**config.mk**
```make
export PLATFORM = sky130hd
export DESIGN_NAME = link_transaction_sequencer
export DESIGN_NICKNAME = d
export VERILOG_FILES = /design/src/rtl/lts_pkg.sv /design/src/rtl/lts_cfg.sv /design/src/rtl/lts_fsm.sv /design/src/rtl/link_transaction_sequencer.sv
export SDC_FILE = /design/constraint.sdc
export NUM_CORES = 1
export LEC_CHECK = 0
export ABC_AREA = 1
export BUFFER_PORTS_ARGS = -buffer_cell sky130_fd_sc_hd__buf_2
export CORE_AREA = 2 2 125 115
export DETAILED_ROUTE_END_ITERATION = 6
export DIE_AREA = 0 0 127 117
export SLEW_MARGIN = 30
export SYNTH_ARGS = -nofsm -noshare
export SYNTH_HDL_FRONTEND = slang
export SYNTH_HIERARCHICAL = 1
export SYNTH_SLANG_ARGS = --single-unit
```
**constraint.sdc**
```tcl
create_clock -name clk -period 5 [get_ports clk]
set_input_delay 0.75 -clock clk [delete_from_list [all_inputs] [get_ports clk]]
set_output_delay 0.75 -clock clk [all_outputs]
set_load 0.1 [all_outputs]
```
**src/rtl/lts_pkg.sv**
```systemverilog
// Shared types, codes and reset values for the link transaction sequencer.
// Used by every module of the block and by its port checker; depends on nothing.
package lts_pkg;

	// Field and register widths.
	localparam int unsigned TimeW  = 16;
	localparam int unsigned RetryW = 4;
	localparam int unsigned PhaseW = 3;
	localparam int unsigned CmdW   = 2;
	localparam int unsigned ReplyW = 2;
	localparam int unsigned IdxW   = 3;

	// Configuration register indexes.
	localparam logic [IdxW-1:0] REG_CONNECT_TIMEOUT = 3'd0;
	localparam logic [IdxW-1:0] REG_REPLY_TIMEOUT   = 3'd1;
	localparam logic [IdxW-1:0] REG_CLOSE_HOLD      = 3'd2;
	localparam logic [IdxW-1:0] REG_RETRY_LIMIT     = 3'd3;
	localparam logic [IdxW-1:0] REG_HOST_PRESENT    = 3'd4;

	// Register reset values.
	localparam logic [TimeW-1:0]  RST_CONNECT_TIMEOUT = 16'd10000;
	localparam logic [TimeW-1:0]  RST_REPLY_TIMEOUT   = 16'd20000;
	localparam logic [TimeW-1:0]  RST_CLOSE_HOLD      = 16'd500;
	localparam logic [RetryW-1:0] RST_RETRY_LIMIT     = 4'd3;
	localparam logic              RST_HOST_PRESENT    = 1'b1;

	// Command codes on the result word.
	localparam logic [CmdW-1:0] CMD_NONE    = 2'd0;
	localparam logic [CmdW-1:0] CMD_CONNECT = 2'd1;
	localparam logic [CmdW-1:0] CMD_SEND    = 2'd2;
	localparam logic [CmdW-1:0] CMD_CLOSE   = 2'd3;

	// Reply codes.
	localparam logic [ReplyW-1:0] REPLY_GOOD   = 2'd1;
	localparam logic [ReplyW-1:0] REPLY_REJECT = 2'd2;

	// Phase codes as they appear on the result word.
	localparam logic [PhaseW-1:0] PHASE_IDLE      = 3'd0;
	localparam logic [PhaseW-1:0] PHASE_CHECK     = 3'd1;
	localparam logic [PhaseW-1:0] PHASE_CONNECT   = 3'd2;
	localparam logic [PhaseW-1:0] PHASE_WAITCONN  = 3'd3;
	localparam logic [PhaseW-1:0] PHASE_SEND      = 3'd4;
	localparam logic [PhaseW-1:0] PHASE_WAITREPLY = 3'd5;
	localparam logic [PhaseW-1:0] PHASE_CLOSE     = 3'd6;
	localparam logic [PhaseW-1:0] PHASE_HOLD      = 3'd7;

	localparam logic [TimeW-1:0]  TIME_MAX  = '1;
	localparam logic [RetryW-1:0] RETRY_MAX = '1;

	// Internal one-hot phase state.
	typedef enum logic [7:0] {
		ST_IDLE      = 8'b0000_0001,
		ST_CHECK     = 8'b0000_0010,
		ST_CONNECT   = 8'b0000_0100,
		ST_WAITCONN  = 8'b0000_1000,
		ST_SEND      = 8'b0001_0000,
		ST_WAITREPLY = 8'b0010_0000,
		ST_CLOSE     = 8'b0100_0000,
		ST_HOLD      = 8'b1000_0000
	} phase_t;

	// Configuration register set.
	typedef struct packed {
		logic [TimeW-1:0]  connect_timeout;
		logic [TimeW-1:0]  reply_timeout;
		logic [TimeW-1:0]  close_hold;
		logic [RetryW-1:0] retry_limit;
		logic              host_present;
	} cfg_t;

	// One input word.
	typedef struct packed {
		logic              request;
		logic              link_up;
		logic [ReplyW-1:0] reply_status;
		logic              tick;
	} item_t;

	// One result word.
	typedef struct packed {
		logic [CmdW-1:0]   command;
		logic              busy_res;
		logic [PhaseW-1:0] phase;
	} result_t;

	// Encodes the one-hot phase into its three-bit result code.
	function automatic logic [PhaseW-1:0] phase_code(input phase_t st);
		logic [PhaseW-1:0] code;
		case (st)
			ST_IDLE:      code = PHASE_IDLE;
			ST_CHECK:     code = PHASE_CHECK;
			ST_CONNECT:   code = PHASE_CONNECT;
			ST_WAITCONN:  code = PHASE_WAITCONN;
			ST_SEND:      code = PHASE_SEND;
			ST_WAITREPLY: code = PHASE_WAITREPLY;
			ST_CLOSE:     code = PHASE_CLOSE;
			ST_HOLD:      code = PHASE_HOLD;
			default:      code = PHASE_IDLE;
		endcase
		return code;
	endfunction

endpackage

```
**src/rtl/lts_cfg.sv**
```systemverilog
// Configuration register file of the link transaction sequencer.
// Depends on lts_pkg for the register indexes, reset values and cfg_t.
module lts_cfg (
	input  logic                      clk,
	input  logic                      arst_n,
	input  logic                      cfg_valid,
	output logic                      cfg_ready,
	input  logic [lts_pkg::IdxW-1:0]  cfg_index,
	input  logic [lts_pkg::TimeW-1:0] cfg_data,
	output lts_pkg::cfg_t             cfg
);
	import lts_pkg::*;

	cfg_t cfg_q;

	// Writes are always accepted; cfg_ready is tied high.
	assign cfg_ready = 1'b1;
	assign cfg     = cfg_q;

	// Register writes; an index past the list is dropped.
	always_ff @(posedge clk or negedge arst_n) begin
		if (!arst_n) begin
			cfg_q.connect_timeout <= RST_CONNECT_TIMEOUT;
			cfg_q.reply_timeout   <= RST_REPLY_TIMEOUT;
			cfg_q.close_hold      <= RST_CLOSE_HOLD;
			cfg_q.retry_limit     <= RST_RETRY_LIMIT;
			cfg_q.host_present    <= RST_HOST_PRESENT;
		end else if (cfg_valid && cfg_ready) begin
			case (cfg_index)
				REG_CONNECT_TIMEOUT: cfg_q.connect_timeout <= cfg_data;
				REG_REPLY_TIMEOUT:   cfg_q.reply_timeout   <= cfg_data;
				REG_CLOSE_HOLD:      cfg_q.close_hold      <= cfg_data;
				REG_RETRY_LIMIT:     cfg_q.retry_limit     <= cfg_data[RetryW-1:0];
				REG_HOST_PRESENT:    cfg_q.host_present    <= cfg_data[0];
				default: ;
			endcase
		end
	end

endmodule

```
**src/rtl/lts_fsm.sv**
```systemverilog
// Phase sequencer: phase, busy, retry and elapsed-time state and the one-step update.
// Depends on lts_pkg for phase_t, cfg_t, item_t, result_t and the codes.
module lts_fsm (
	input  logic             clk,
	input  logic             arst_n,
	input  logic             step,
	input  lts_pkg::item_t   item,
	input  lts_pkg::cfg_t    cfg,
	output lts_pkg::result_t result
);
	import lts_pkg::*;

	phase_t            phase_q, phase_d;
	logic              busy_q, busy_d;
	logic [RetryW-1:0] retry_q, retry_d;
	logic [TimeW-1:0]  elapsed_q, elapsed_d;

	logic [TimeW-1:0]  elapsed_adv;
	logic [RetryW-1:0] retry_inc;
	logic              spent;
	logic              got_reply;
	logic [CmdW-1:0]   command;

	// Time advance, saturating retry count and reply decode.
	assign elapsed_adv = (item.tick && (elapsed_q != TIME_MAX)) ?
		elapsed_q + TimeW'(1) : elapsed_q;
	assign retry_inc = (retry_q != RETRY_MAX) ? retry_q + RetryW'(1) : retry_q;
	assign spent     = (retry_inc >= cfg.retry_limit);
	assign got_reply = (item.reply_status == REPLY_GOOD) ||
		(item.reply_status == REPLY_REJECT);

	// Next state for one polled word.
	always_comb begin
		phase_d   = phase_q;
		busy_d    = busy_q;
		retry_d   = retry_q;
		elapsed_d = elapsed_q;
		command   = CMD_NONE;
		case (phase_q)
			ST_IDLE: begin
				if (item.request) begin
					retry_d = '0;
					busy_d  = 1'b1;
					phase_d = ST_CHECK;
				end
			end
			ST_CHECK: begin
				phase_d = item.link_up ? ST_SEND : ST_CONNECT;
			end
			ST_CONNECT: begin
				elapsed_d = '0;
				if (cfg.host_present) begin
					command = CMD_CONNECT;
					phase_d = ST_WAITCONN;
				end else begin
					phase_d = ST_IDLE;
					busy_d  = 1'b0;
				end
			end
			ST_WAITCONN: begin
				if (item.link_up) begin
					phase_d = ST_SEND;
				end else begin
					elapsed_d = elapsed_adv;
					if (elapsed_adv > cfg.connect_timeout) begin
						retry_d = retry_inc;
						if (spent) begin
							phase_d = ST_IDLE;
							busy_d  = 1'b0;
						end else begin
							phase_d = ST_CONNECT;
						end
					end
				end
			end
			ST_SEND: begin
				elapsed_d = '0;
				if (cfg.host_present) begin
					command = CMD_SEND;
					phase_d = ST_WAITREPLY;
				end else begin
					phase_d = ST_IDLE;
					busy_d  = 1'b0;
				end
			end
			ST_WAITREPLY: begin
				if (got_reply) begin
					phase_d = ST_CLOSE;
				end else begin
					elapsed_d = elapsed_adv;
					if (elapsed_adv > cfg.reply_timeout) begin
						retry_d = retry_inc;
						phase_d = spent ? ST_CLOSE : ST_SEND;
					end
				end
			end
			ST_CLOSE: begin
				elapsed_d = '0;
				if (cfg.host_present) begin
					command = CMD_CLOSE;
					phase_d = ST_HOLD;
				end else begin
					phase_d = ST_IDLE;
					busy_d  = 1'b0;
				end
			end
			ST_HOLD: begin
				elapsed_d = elapsed_adv;
				if (elapsed_adv > cfg.close_hold) begin
					phase_d = ST_IDLE;
					busy_d  = 1'b0;
				end
			end
			default: begin
				phase_d = ST_IDLE;
				busy_d  = 1'b0;
			end
		endcase
	end

	// The result reports the state after this step.
	assign result.command  = command;
	assign result.busy_res = busy_d;
	assign result.phase    = phase_code(phase_d);

	// State moves only when a word is processed.
	always_ff @(posedge clk or negedge arst_n) begin
		if (!arst_n) begin
			phase_q   <= ST_IDLE;
			busy_q    <= 1'b0;
			retry_q   <= '0;
			elapsed_q <= '0;
		end else if (step) begin
			phase_q   <= phase_d;
			busy_q    <= busy_d;
			retry_q   <= retry_d;
			elapsed_q <= elapsed_d;
		end
	end

endmodule

```
**src/rtl/link_transaction_sequencer.sv**
```systemverilog
// Top level of the link transaction sequencer: input register, sequencer, result register.
// Depends on lts_pkg, lts_cfg and lts_fsm.
//
//  channel  | handshake              | payload
//  ---------+------------------------+----------------------------------------
//  in       | in_valid / in_ready    | request, link_up, reply_status, tick
//  out      | out_valid / out_ready  | command, busy_res, phase
//  cfg      | cfg_valid / cfg_ready  | cfg_index, cfg_data
//
// One word is taken per cycle while in_ready is high; the result register offers its result.
// The input register feeds the sequencer update, whose result lands in the result register.
// Reset clears the sequencer to idle and loads the register defaults.
// A stalled result holds; one further word waits in the input register, then in_ready drops.
// Configuration writes complete in the cycle they are offered.
module link_transaction_sequencer (
	input  logic                       clk,
	input  logic                       arst_n,
	input  logic                       in_valid,
	output logic                       in_ready,
	input  logic                       request,
	input  logic                       link_up,
	input  logic [lts_pkg::ReplyW-1:0] reply_status,
	input  logic                       tick,
	output logic                       out_valid,
	input  logic                       out_ready,
	output logic [lts_pkg::CmdW-1:0]   command,
	output logic                       busy_res,
	output logic [lts_pkg::PhaseW-1:0] phase,
	input  logic                       cfg_valid,
	output logic                       cfg_ready,
	input  logic [lts_pkg::IdxW-1:0]   cfg_index,
	input  logic [lts_pkg::TimeW-1:0]  cfg_data
);
	import lts_pkg::*;

	cfg_t    cfg;
	item_t   item_s1;
	logic    valid_s1;
	logic    step;
	result_t result;
	result_t result_q;
	logic    out_valid_q;

	// Handshake: the stage advances when the result register is free or being drained.
	assign step     = valid_s1 && (!out_valid_q || out_ready);
	assign in_ready = !valid_s1 || step;

	// Input register.
	always_ff @(posedge clk or negedge arst_n) begin
		if (!arst_n) begin
			valid_s1 <= 1'b0;
		end else if (in_ready) begin
			valid_s1 <= in_valid;
		end
	end

	always_ff @(posedge clk) begin
		if (in_valid && in_ready) begin
			item_s1.request      <= request;
			item_s1.link_up      <= link_up;
			item_s1.reply_status <= reply_status;
			item_s1.tick         <= tick;
		end
	end

	lts_cfg u_cfg (
		.clk       (clk),
		.arst_n    (arst_n),
		.cfg_valid (cfg_valid),
		.cfg_ready (cfg_ready),
		.cfg_index (cfg_index),
		.cfg_data  (cfg_data),
		.cfg       (cfg)
	);

	lts_fsm u_fsm (
		.clk    (clk),
		.arst_n (arst_n),
		.step   (step),
		.item   (item_s1),
		.cfg    (cfg),
		.result (result)
	);

	// Result register.
	always_ff @(posedge clk or negedge arst_n) begin
		if (!arst_n) begin
			out_valid_q <= 1'b0;
		end else if (!out_valid_q || out_ready) begin
			out_valid_q <= valid_s1;
		end
	end

	always_ff @(posedge clk) begin
		if (step) begin
			result_q <= result;
		end
	end

	assign out_valid = out_valid_q;
	assign command   = result_q.command;
	assign busy_res  = result_q.busy_res;
	assign phase     = result_q.phase;

endmodule

```
# Word-level counts from Yosys, hierarchy flattened
# Cells that the tools add are included.
# classes
addsub,2
multipliers,0
n_div,0
n_lt_le_gt_ge,4
eq_ne,28
shifts,0
n_mux,36
bitwise,0
reduce_logical,20
# op_table
operator,count
one-hot mux 16 bit (4 select lines),1
one-hot mux 8 bit (8 select lines),1
two-way mux 8 bit,7
> comparator 16 bit,3
two-way mux 16 bit,3
two-way mux 4 bit,7
one-hot mux 3 bit (7 select lines),1
"adder 16 x 1 -> 16 bit, second input constant",1
"== test 8 x 2 -> 1 bit, second input constant",2
"== test 8 x 3 -> 1 bit, second input constant",2
"== test 8 x 4 -> 1 bit, second input constant",2
"== test 8 x 5 -> 1 bit, second input constant",2
"== test 8 x 6 -> 1 bit, second input constant",2
"== test 8 x 7 -> 1 bit, second input constant",2
"== test 8 bit, second input constant",2
"inequality test 16 bit, second input constant",1
one-hot mux 4 bit (3 select lines),1
AND reduction 2 bit,5
"== test 8 x 1 -> 1 bit, second input constant",1
two-way mux 1 bit,7
two-way mux 7 bit,1
AND reduction 7 bit,1
"== test 3 x 2 -> 1 bit, second input constant",2
two-way mux 6 bit,1
other kinds (23),32
# word_totals
register_bits,95
latchBits,0
mem_bits_rw,0
rom_bits,0
input_bits,29
out_inout_bits,9
n_memories,0

# Longest topological paths before layout
# Gate-level depths: netlist of run 1.
# logic_depth
word_depth,9
depth_mapped,25

# Modules after synthesis
# Netlist of run 1, hierarchy kept.
# by_module_without_submodules
module,instances,cells_per_inst,area_each_um2,seq_area_each_um2
lts_fsm,1,493,3495.9,726.9
lts_cfg,1,242,2219.6,1350.0
link_transaction_sequencer,1,23,425.4,380.4

# Worst setup path after synthesis of run 1
# No wires, ideal clock.
# synth_path
path_type,flip-flop to flip-flop
start,register u_fsm.elapsed_q[0]
end,"register result_q, in the netlist phase[1] (data pin)"
setup_time_ns,0.259
arrival_ns,3.306
required_ns,4.741
setup_slack_ns,1.434
path_stages_with_launch,23
path_buffers,0
synth_period_minus_slack_ns,3.566
cell_sequence,dfrtp_1 -> ha_1 -> nand2_1 -> nor2_1 -> nand2_2 -> o21ai_4 -> nor2_1 -> nand2_1 -> nor3_1 -> nand4_1 -> xor2_1 -> inv_1 -> ha_1 -> nand2_1 -> nor4_1 -> o21ai_0 -> or2_1 -> nand2_2 -> inv_2 -> nand2_2 -> o22ai_1 -> nor2_1 -> nand2_1
# synth_rtl
element,line,rtl
from (decl),lts_fsm.sv:16,"logic [TimeW-1:0] elapsed_q, elapsed_d;"
from (signal assigned),lts_fsm.sv:137,elapsed_q <= elapsed_d;
to (signal assigned),link_transaction_sequencer.sv:96,result_q <= result;
to (decl),link_transaction_sequencer.sv:41,result_t result_q;

==> results.py, run 1 <==
metrics = {
    "worst_hold_path": {
        "hold_class": "input port to async pin",
    },
    "global_route": {
        "grt_pass1_vias": 4695,
        "grtUsageTotal_pct": 19.99,
        "overflow": 0,
        "grt_pass1_wl_mm": 23.28,
        "met3_usage_pct": 3.955,
        "top_usage_layer": "met2",
        "antenna_found_initial": 0,
        "use_met1_pct": 29.07,
        "grt_start_max_net_pins": 85,
        "globalRouteMet2Util_pct": 31.04,
    },
    "clock_tree": {
        "cts_buffers": 9,
        "clk_path_buf_depth": 2,
        "post-cts-setup-buffers": 0,
        "clock_latency_ns": 0.35,
        "clock-sinks": 95,
        "postCtsHoldBufs": 0,
        "root_buffer": "clkbuf_16",
        "cts_resized": 0,
        "cts_tree": "done",
        "path_clk_slew_ns": 0.07,
        "cts_max_level": 3,
    },
    "outcome": {
        "status": "completed",
    },
    "timing": {
        "worst_slack_ns": 0.8270,
        "setup_viol": 0,
        "maxSlewViolCount": 0,
        "hold_viol_final": 0,
        "tightest_slew_ns": 0.7736,
        "timing.final.crit_share_pct": 83.46,
        "finalCriticalPeriod_ns": 4.173,
        "slew_headroom_pct": 48.42,
        "fmaxAchievable_mhz": 239.6,
        "clock-skew-final_ns": 0.004920,
        "rsz0062_at_grt": "false",
        "tns_ns": 0,
    },
    "place": {
        "pre_cts_ws_ns": 0.8400,
        "dpl.hpwl_mm": 10.60,
        "io_buffers": 36,
        "dp_cells": 951,
        "gp_congestion": 0.9072,
    },
    "synth": {
        "avgSynthCellArea_um2": 8.101,
        "synth_nets": 838,
        "yosys_warnings": 6,
        "synth-main-ff-cell": "dfrtp_1",
        "syn_inst": 758,
        "synth_cell_types": 45,
        "netlist_area_um2": 6141,
        "ys_seq_area_share_pct": 40.02,
        "ys_ff_latch": 95,
        "synth-edff-count": 11,
        "async_flop_share_pct": 88.42,
    },
    "cells_and_area": {
        "ff_latch_area_um2": 2457,
        "final_core_util_pct": 49.40,
        "nets": 870,
        "fin_cells": 967,
        "syn2layout_area_growth_pct": 9.780,
        "drive_above_1_share_pct": 17.74,
        "multiInputGateArea_um2": 3032,
        "antenna_cells": 0,
        "nFillCells": 1326,
    },
    "worst_setup_path": {
        "critical_path.max_fanout": 6,
        "cp-start-kind": "flop",
        "crit_path_end_kind": "flop",
        "reg2reg_depth": 21,
        "crit_required_ns": 5.10,
        "path_class": "flop to flop",
        "reg2reg_slack_ns": 0.83,
        "crit_arrival_ns": 4.27,
    },
    "drt": {
        "drtIter0Drc": 293,
        "antenna_left": 0,
        "wl_mm": 13.99,
        "wl_per_cell_um": 14.46,
        "viasPerCell": 5.120,
        "vias": 4951,
        "drc": 0,
        "dr.pass1.iters": 5,
    },
    "die": {
        "dieArea_um2": 14860,
        "ioPinCount": 38,
        "row_count": 41,
        "die_w_um": 127,
        "design.core.area_um2": 13650,
        "start_util_pct": 45.00,
        "dieHeight_um": 117,
    },
    "power": {
        "powerDensity_nw_per_um2": 369.6,
        "p_leak_nw": 3.499,
        "vdd_ir_drop_max_v": 0.0002648,
        "power_mw": 2.492,
    },
    "flow_run": {
        "cap_violations": 0,
    },
}
## state kept, by name, indices dropped and copies added, names as in the netlist
signal,count
valid_s1,1
phase,3
command,2
u_cfg/cfg,53
u_fsm/elapsed_q,16
u_fsm/retry_q,4
item_s1,5
busy_res,1
u_fsm/busy_q,1
u_fsm/phase_q,8
out_valid,1
## worst max-delay path, cell delays in order, from the launching register on
cell and delay [ns]:
dfrtp_1 0.43, ha_1 0.25, nand2_1 0.07, nor2_1 0.04, nand2_2 0.09, o21ai_4 0.09, nor2_1 0.20, nand2_1 0.13
nor3_1 0.37, nand4_1 0.18, xor2_1 0.27, inv_1 0.13, ha_1 0.32, nand4_1 0.12, nor4_1 0.36, nand4_1 0.20
nor2_1 0.14, o22ai_1 0.09, nand2_1 0.10, nand2_1 0.08, a21oi_1 0.17, nand3_1 0.09
## worst paths after layout
| kind | from | to |
|---|---|---|
| worst max-delay path | u_fsm/elapsed_q[0]$_DFFE_PN0P_ | phase[2]$_DFFE_PP_ |
| worst min-delay path | arst_n | u_cfg/cfg[29]$_DFFE_PN0P_ |
| worst max register to register | u_fsm/elapsed_q[0]$_DFFE_PN0P_ | phase[2]$_DFFE_PP_ |
| worst min register to register | u_cfg/cfg[31]$_DFFE_PN1P_ | u_cfg/cfg[31]$_DFFE_PN1P_ |
| max in group asynchronous | arst_n | u_fsm/phase_q[7]$_DFFE_PN0P_ |
| min in group clk | u_cfg/cfg[31]$_DFFE_PN1P_ | u_cfg/cfg[31]$_DFFE_PN1P_ |
## layout by cell type, fill, tap and decap left out, drive strengths merged, types with 2 or more instances in the layout
master and instances:
a211oi 3, a21oi 28, a31oi 2, buf 38
clkbuf 11, clkinv 2, dfrtp 64, dfstp 20
edfxtp 11, ha 51, inv 142, nand2 208
nand3 70, nand4 10, nor2 42, nor3 8
nor4 11, o21a 2, o21ai 25, o221a 4
o22ai 16, or2 3, xor2 16
## cells by family after synthesis
family | count (synthesis) | synth area share (%)
xor gates and xnor gates | 16 | 2.282
muxes | 1 | 0.1834
DFF | 95 | 40.02
and+or+nand+nor | 353 | 26.71
other | 1 | 0.06107
AOI/OAI and AO/OA | 84 | 9.739
buffers and inverters | 157 | 10.62
adders and majority gates | 51 | 10.39
## metal layers
| metal | vias up | part of all wire (%) |
|---|---|---|
| li1 | 2515 | - |
| met1 | 2325 | 51 |
| met2 | 104 | 44 |
| met3 | 7 | 3.6 |
| met4 | 0 | 0.87 |
| met5 | - | 0 |
## Yosys cell counts (all sizes together), types with 10 or more instances
cell type	instances	area share, %
a21oi	28	2.5
buf	17	2.1
dfrtp	64	26
dfstp	20	8.6
edfxtp	11	5.4
ha	51	10
inv	140	8.6
nand2	208	14
nand3	70	5.9
nand4	10	1.0
nor2	42	3.3
nor4	11	1.7
o21ai	25	2.3
o22ai	16	2.6
xor2	16	2.3
## report_power, final
| group | total, mW | switching, mW | internal [mW] |
|---|---|---|---|
| sequential | 1.02 | 0.0864 | 0.929 |
| clock | 0.698 | 0.299 | 0.399 |
| combinational | 0.778 | 0.534 | 0.245 |
| total | 2.49 | 0.919 | 1.57 |
## area by class of cell
type                       count  share of cell area [%]
multi-input combinational    506                   44.97
sequential                    95                   36.45
inverter                     140                   7.795
clock buffer                  11                   4.083
tap                          172                   3.192
timing repair buffer          38                   2.988
clock inverter                 5                  0.5197
## stage by stage
| stage | area, um^2 | hold WS (ns) |
|---|---|---|
| 2_1_floorplan | 6141 | 0.4419 |
| 3_3_place_gp | 6427 | 0.4551 |
| 3_5_place_dp | 6431 | 0.4539 |
| 4_1_cts | 6741 | 0.4643 |
| 5_1_grt | 6741 | 0.4855 |
| 6_report | 6741 | 0.4624 |
Note: power is estimated with default switching activity, not from simulation.
==> run 2: changes to the inputs <==
Settings changed: ABC_AREA 1 to 0, CORE_AREA 2 2 125 115 to 2 2 123 113, DIE_AREA 0 0 127 117 to 0 0 125 115.
Clock period 5 ns to 3.82 ns, I/O delays scaled along.
==> results.py, run 2 <==
metrics = {
    "clock_tree": {
        "cts_buffers": 9,
        "cts_max_level": 3,
        "path_clk_slew_ns": 0.07,
        "postCtsHoldBufs": 0,
        "root_buffer": "clkbuf_16",
        "clock_latency_ns": 0.36,
        "clk_path_buf_depth": 2,
        "cts_tree": "done",
        "clock-sinks": 95,
    },
    "timing": {
        "finalCriticalPeriod_ns": 3.931,
        "rsz0062_at_grt": "true",
        "fmaxAchievable_mhz": 254.4,
        "tightest_slew_ns": 0.7722,
        "clock-skew-final_ns": 0.01212,
        "slew_headroom_pct": 48.52,
        "timing.final.crit_share_pct": 102.9,
        "setup_viol": 1,
        "worst_slack_ns": -0.1112,
        "maxSlewViolCount": 0,
        "hold_viol_final": 0,
    },
    "cells_and_area": {
        "largest_reg_flops": 53,
        "final_common_cell": "buf_4",
        "nets": 760,
        "drive_above_1_share_pct": 37.66,
        "syn2layout_area_growth_pct": 24.34,
        "final_core_util_pct": 55.61,
        "mostFrequentLayoutCells": "buf_4, dfrtp_1, inv_1",
        "antenna_cells": 0,
    },
    "worst_setup_path": {
        "setup.worst_path.end": "u_fsm/phase_q[0]$_DFFE_PN1P_",
        "crit_arrival_ns": 4.23,
        "crit_required_ns": 4.12,
        "r2r_end": "u_fsm/phase_q[0]$_DFFE_PN1P_",
        "cp-start-kind": "flop",
        "path_class": "flop to flop",
        "reg2reg_slack_ns": -0.11,
        "reg2reg_depth": 15,
        "crit_start": "u_fsm/elapsed_q[0]$_DFFE_PN0P_",
        "crit_path_end_kind": "flop",
        "critical_path.max_fanout": 6,
        "r2r_start": "u_fsm/elapsed_q[0]$_DFFE_PN0P_",
    },
    "synth": {
        "yosys_warnings": 6,
        "avgSynthCellArea_um2": 10.27,
        "async_flop_share_pct": 88.42,
        "synth_nets": 651,
        "netlist_top_cells_count": "dfrtp_1, inv_1, mux2_2",
        "synth-edff-count": 11,
        "yosysTopAreaCell": "dfrtp_1",
        "ys_ff_latch": 95,
        "synth-main-ff-cell": "dfrtp_1",
        "syn_inst": 571,
        "ys_seq_area_share_pct": 41.90,
        "netlist_top_cells_area": "dfrtp_1, ha_1, mux2_2",
        "yosysMostFrequentCell": "dfrtp_1",
        "synth_top_cell_area_share_pct": 27.31,
        "synth_cell_types": 58,
        "netlist_area_um2": 5864,
    },
    "die": {
        "dieHeight_um": 115,
        "die_w_um": 125,
        "ioPinCount": 38,
        "dieArea_um2": 14380,
        "design.core.area_um2": 13110,
        "row_count": 40,
        "start_util_pct": 44.72,
    },
    "global_route": {
        "grtUsageTotal_pct": 20.21,
        "grt_start_max_net_pins": 85,
        "overflow": 0,
        "grt_pass1_vias": 4828,
        "antenna_found_initial": 0,
        "grt_pass1_wl_mm": 23.23,
    },
    "drt": {
        "drc": 0,
        "drtIter0Drc": 259,
        "viasPerCell": 5.406,
        "antenna_left": 0,
        "wl_mm": 13.77,
        "wl_per_cell_um": 16.14,
        "dr.pass1.iters": 6,
        "vias": 4611,
    },
    "power": {
        "clkPwrFrac_pct": 29.2,
        "powerDensity_nw_per_um2": 397.8,
        "power_frac_comb_pct": 25.3,
        "vdd_ir_drop_max_v": 0.0002524,
        "seqPwrFrac_pct": 45.6,
        "p_leak_nw": 3.449,
        "power_mw": 2.901,
        "p_int_mw": 1.997,
        "p_sw_mw": 0.9031,
        "switching_share_pct": 31.14,
    },
    "outcome": {
        "status": "finished with violations",
        "violations": "setup timing",
    },
    "place": {
        "gp_congestion": 0.8957,
        "io_buffers": 36,
        "dpl.hpwl_mm": 10.19,
    },
    "flow_run": {
        "cap_violations": 0,
    },
    "worst_hold_path": {
        "hold_class": "input port to async pin",
    },
}
## run 2: cell types whose count changed after synthesis, sizes merged, moves of 11 or more
| cell | previous run | this run |
|---|---|---|
| mux2 | 1 | 54 |
| o31ai | 0 | 11 |
| inv | 140 | 61 |
| xnor2 | 0 | 11 |
| nand3 | 70 | 14 |
| nand2 | 208 | 41 |
| o22ai | 16 | 1 |
## run 2: repair_timing
action,in CTS,in global routing
resized for setup,16,27
endpoints found under the setup margin,12,14
pin swaps,10,6
setup buffers,6,3
## run 2: cell families after synthesis
| logic type | share of synthesized area [%] |
|---|---|
| AO/OA/AOI/OAI | 11.56 |
| XOR/XNOR | 2.966 |
| adder cells (fa/ha/maj) | 10.88 |
| buffers and inverters | 5.867 |
| flip-flops | 41.90 |
| multiplexers | 11.22 |
| other | 0.06395 |
| AND/OR/NAND/NOR | 15.53 |
## run 2: worst min path at each step
stage                                          from                           end  slack, ns  cells past startpoint
after floorplan                              arst_n         out_valid$_DFFE_PN0P_       0.28                      0
after global placement     u_cfg/cfg[8]$_DFFE_PN0P_      u_cfg/cfg[8]$_DFFE_PN0P_       0.49                      1
after detailed placement  u_cfg/cfg[17]$_DFFE_PN0P_     u_cfg/cfg[17]$_DFFE_PN0P_       0.50                      1
after CTS                                    arst_n  u_fsm/phase_q[1]$_DFFE_PN0P_       0.31                      1
after global routing                         arst_n     u_cfg/cfg[33]$_DFFE_PN0P_       0.33                      1
final                                        arst_n     u_cfg/cfg[49]$_DFFE_PN0P_       0.26                      1
## run 2: area by class of cell
| type | instances | area, um^2 |
|---|---|---|
| Fill cell | 1157 | 5821 |
| Multi-Input combinational cell | 400 | 3347 |
| Sequential cell | 95 | 2459 |
| Timing Repair Buffer | 113 | 772.0 |
| Clock buffer | 11 | 242.7 |
| Inverter | 61 | 229.0 |
| Tap cell | 168 | 210.2 |
| Clock inverter | 5 | 32.53 |
## run 2: layer usage
layer	wire length, um	GRT usage [%]	vias up	part of all wire (%)
li1	-	-	2255	-
met1	6511	26.56	2269	47
met2	6607	33.73	71	48
met3	394	4.235	16	2.9
met4	253	6.741	0	1.8
met5	0	0	-	0
## run 2: power groups by stage
| stage | Sequential, mW | Clock (mW) | Combinational [mW] |
|---|---|---|---|
| 2_1_floorplan | 1.35 | 0 | 0.437 |
| 3_3_place_gp | 1.33 | 0 | 0.654 |
| 3_5_place_dp | 1.34 | 0 | 0.678 |
| 4_1_cts | 1.32 | 0.866 | 0.708 |
| 5_1_grt | 1.34 | 0.912 | 0.817 |
| 6_report | 1.32 | 0.846 | 0.733 |
## run 2: critical path, cell delays in order (launching register included)
cell	delay (ns)
dfrtp_2	0.42
ha_4	0.16
and4_4	0.15
a41oi_4	0.15
and4_4	0.26
and2_4	0.19
and3_4	0.21
xor2_2	0.07
ha_1	0.34
nand4_4	0.15
or4_4	0.56
a311o_1	0.31
a21oi_2	0.15
nor2_2	0.08
or4_4	0.53
a21oi_2	0.15
## run 2: metrics by stage
stage | setup slack (ns) | hold slack [ns] | instances | TNS [ns] | area (um^2)
2_1_floorplan | 0.004545 | 0.2774 | 571 | 0 | 5937
3_3_place_gp | -0.1360 | 0.4907 | 829 | -0.8756 | 6723
3_5_place_dp | -0.2319 | 0.4956 | 829 | -1.724 | 6726
4_1_cts | -0.07264 | 0.3073 | 851 | -0.2931 | 7132
5_1_grt | -0.2358 | 0.3339 | 853 | -1.686 | 7292
6_report | -0.1112 | 0.2582 | 853 | -0.1112 | 7292
==> run 3: changes to the inputs <==
Settings changed: CAP_MARGIN from default to 30.
Clock period 3.82 ns to 3.35 ns, I/O delays scaled along.
==> results.py, run 3 (same netlist as run 2, synthesis figures left out) <==
metrics = {
    "clock_tree": {
        "clock_latency_ns": 0.35,
        "root_buffer": "clkbuf_16",
        "postCtsHoldBufs": 0,
        "clock-sinks": 95,
        "cts_buffers": 9,
        "cts_tree": "done",
        "path_clk_slew_ns": 0.07,
        "clk_path_buf_depth": 2,
        "cts_max_level": 3,
    },
    "power": {
        "powerDensity_nw_per_um2": 449.1,
        "p_int_mw": 2.360,
        "power_frac_comb_pct": 24.9,
        "seqPwrFrac_pct": 44.7,
        "vdd_ir_drop_max_v": 0.0004025,
        "power_mw": 3.369,
        "clkPwrFrac_pct": 30.4,
        "p_leak_nw": 3.544,
        "p_sw_mw": 1.010,
        "switching_share_pct": 29.97,
    },
    "timing": {
        "rsz0062_at_grt": "true",
        "timing.final.crit_share_pct": 116.0,
        "setup_viol": 17,
        "finalCriticalPeriod_ns": 3.885,
        "tns_ns": -6.472,
        "fmaxAchievable_mhz": 257.4,
        "holdWs_ns": 0.2401,
        "maxSlewViolCount": 0,
        "worst_slack_ns": -0.5348,
        "slew_headroom_pct": 46.62,
        "hold_viol_final": 0,
        "tightest_slew_ns": 0.8007,
        "clock-skew-final_ns": 0.008670,
    },
    "drt": {
        "drc": 0,
        "wl_per_cell_um": 16.42,
        "drtIter0Drc": 301,
        "wl_mm": 14.24,
        "vias": 4720,
        "antenna_left": 0,
        "dr.pass1.iters": 5,
        "viasPerCell": 5.444,
    },
    "worst_setup_path": {
        "crit_chain": "ha_4, and4_4, a41oi_4, and4_4, and2_4, nand4_1, buf_4, buf_4, buf_4, buf_4, buf_4, buf_4, buf_4, buf_4, buf_4, buf_4, buf_4, buf_4, buf_4, buf_4, buf_4, and2_4, o21ai_2, o31ai_1",
        "crit_required_ns": 3.59,
        "reg2reg_depth": 24,
        "critical_path.max_fanout": 6,
        "path_class": "flop to flop",
        "slowest_stage": "dfrtp_1",
        "crit_arrival_ns": 4.12,
        "cp_common_cell": "buf_4",
        "crit_path_end_kind": "flop",
        "max_stage_delay_ns": 0.41,
        "worst-path-stages": 24,
        "cp_top_family": "buffers and inverters",
        "cp-start-kind": "flop",
        "worstPathBufferInverterCount": 15,
    },
    "cells_and_area": {
        "multiInputGateArea_um2": 3430,
        "final_common_cell": "buf_4",
        "drive_above_1_share_pct": 40.49,
        "syn2layout_area_growth_pct": 27.93,
        "largest_reg_flops": 53,
        "nFillCells": 1153,
        "antenna_cells": 0,
        "mostFrequentLayoutCells": "buf_4, dfrtp_1, inv_1",
        "ff_latch_area_um2": 2459,
        "fin_cells": 867,
        "nets": 774,
    },
    "die": {
        "design.core.area_um2": 13110,
        "start_util_pct": 44.72,
        "row_count": 40,
        "ioPinCount": 38,
        "die_w_um": 125,
        "dieHeight_um": 115,
        "dieArea_um2": 14380,
    },
    "global_route": {
        "overflow": 0,
        "antenna_found_initial": 0,
        "grtUsageTotal_pct": 20.67,
        "grt_pass1_vias": 4764,
        "grt_pass1_wl_mm": 23.59,
        "grt_start_max_net_pins": 66,
    },
    "place": {
        "gp_congestion": 0.8830,
        "dpl.hpwl_mm": 10.42,
        "io_buffers": 36,
        "dp_cells": 827,
    },
    "worst_hold_path": {
        "hold_class": "input port to async pin",
    },
    "flow_run": {
        "cap_violations": 0,
    },
    "outcome": {
        "status": "finished with violations",
        "violations": "setup timing",
    },
}
## run 3: cell count changes in the layout (fill, tap and decap cells not counted), sizes merged
| cell | previous run | this run |
|---|---|---|
| inv | 63 | 61 |
| clkbuf | 11 | 13 |
| clkinvlp | 1 | 0 |
| buf | 113 | 127 |
| bufinv | 0 | 1 |
## run 3: final timing paths
| check | slack, ns | to | start |
|---|---|---|---|
| min in group clk | 0.32 | item_s1[4]$_DFFE_PP_ | request |
| hold / removal | 0.24 | u_cfg/cfg[19]$_DFFE_PN0P_ | arst_n |
| max in group asynchronous | 2.34 | u_cfg/cfg[2]$_DFFE_PN1P_ | arst_n |
| setup reg to reg | -0.53 | u_fsm/elapsed_q[7]$_DFFE_PN0P_ | u_fsm/elapsed_q[1]$_DFFE_PN0P_ |
| hold reg to reg | 0.51 | u_cfg/cfg[40]$_DFFE_PN0P_ | u_cfg/cfg[40]$_DFFE_PN0P_ |
| setup / recovery | -0.53 | u_fsm/elapsed_q[7]$_DFFE_PN0P_ | u_fsm/elapsed_q[1]$_DFFE_PN0P_ |
## run 3: per-layer routing
| layer | part of all wire (%) | global-route usage [%] | routed length (um) |
|---|---|---|---|
| met4 | 2.1 | 7.333 | 303 |
| met1 | 47 | 27.73 | 6649 |
| met5 | 0 | 0 | 0 |
| met3 | 4.2 | 4.467 | 601 |
| met2 | 47 | 33.48 | 6681 |
## run 3: timing repair
| item | in CTS | in global routing |
|---|---|---|
| gates resized for setup | 36 | 18 |
| endpoints found under the hold margin | 0 | 0 |
| buffers inserted | 24 | 1 |
| pin swaps | 29 | 11 |
| endpoints found under the setup margin | 16 | 17 |
## run 3: power by group through the flow
stage	clock network (mW)	logic (mW)	registers, mW
global placement	0	0.760	1.51
CTS	1.05	0.830	1.51
global route	1.10	0.935	1.53
finish	1.02	0.839	1.51
floorplan	0	0.504	1.54
detailed placement	0	0.784	1.53
## run 3: layout make-up
class / instances / area share (%)
Multi-Input combinational cell: 400 / 45.71
Sequential cell: 95 / 32.77
Timing Repair Buffer: 127 / 11.74
Clock buffer: 13 / 3.336
Inverter: 61 / 3.052
Tap cell: 168 / 2.802
Clock inverter: 3 / 0.5837
## run 3: through the flow
step | setup slack, ns | area [um^2] | utilization [%]
finish | -0.5348 | 7502 | 57.21
global route | -0.6070 | 7502 | 57.21
CTS | -0.4337 | 7428 | 56.65
detailed placement | -0.6092 | 6745 | 51.44
global placement | -0.5567 | 6745 | 51.44
floorplan | -0.4646 | 5974 | -
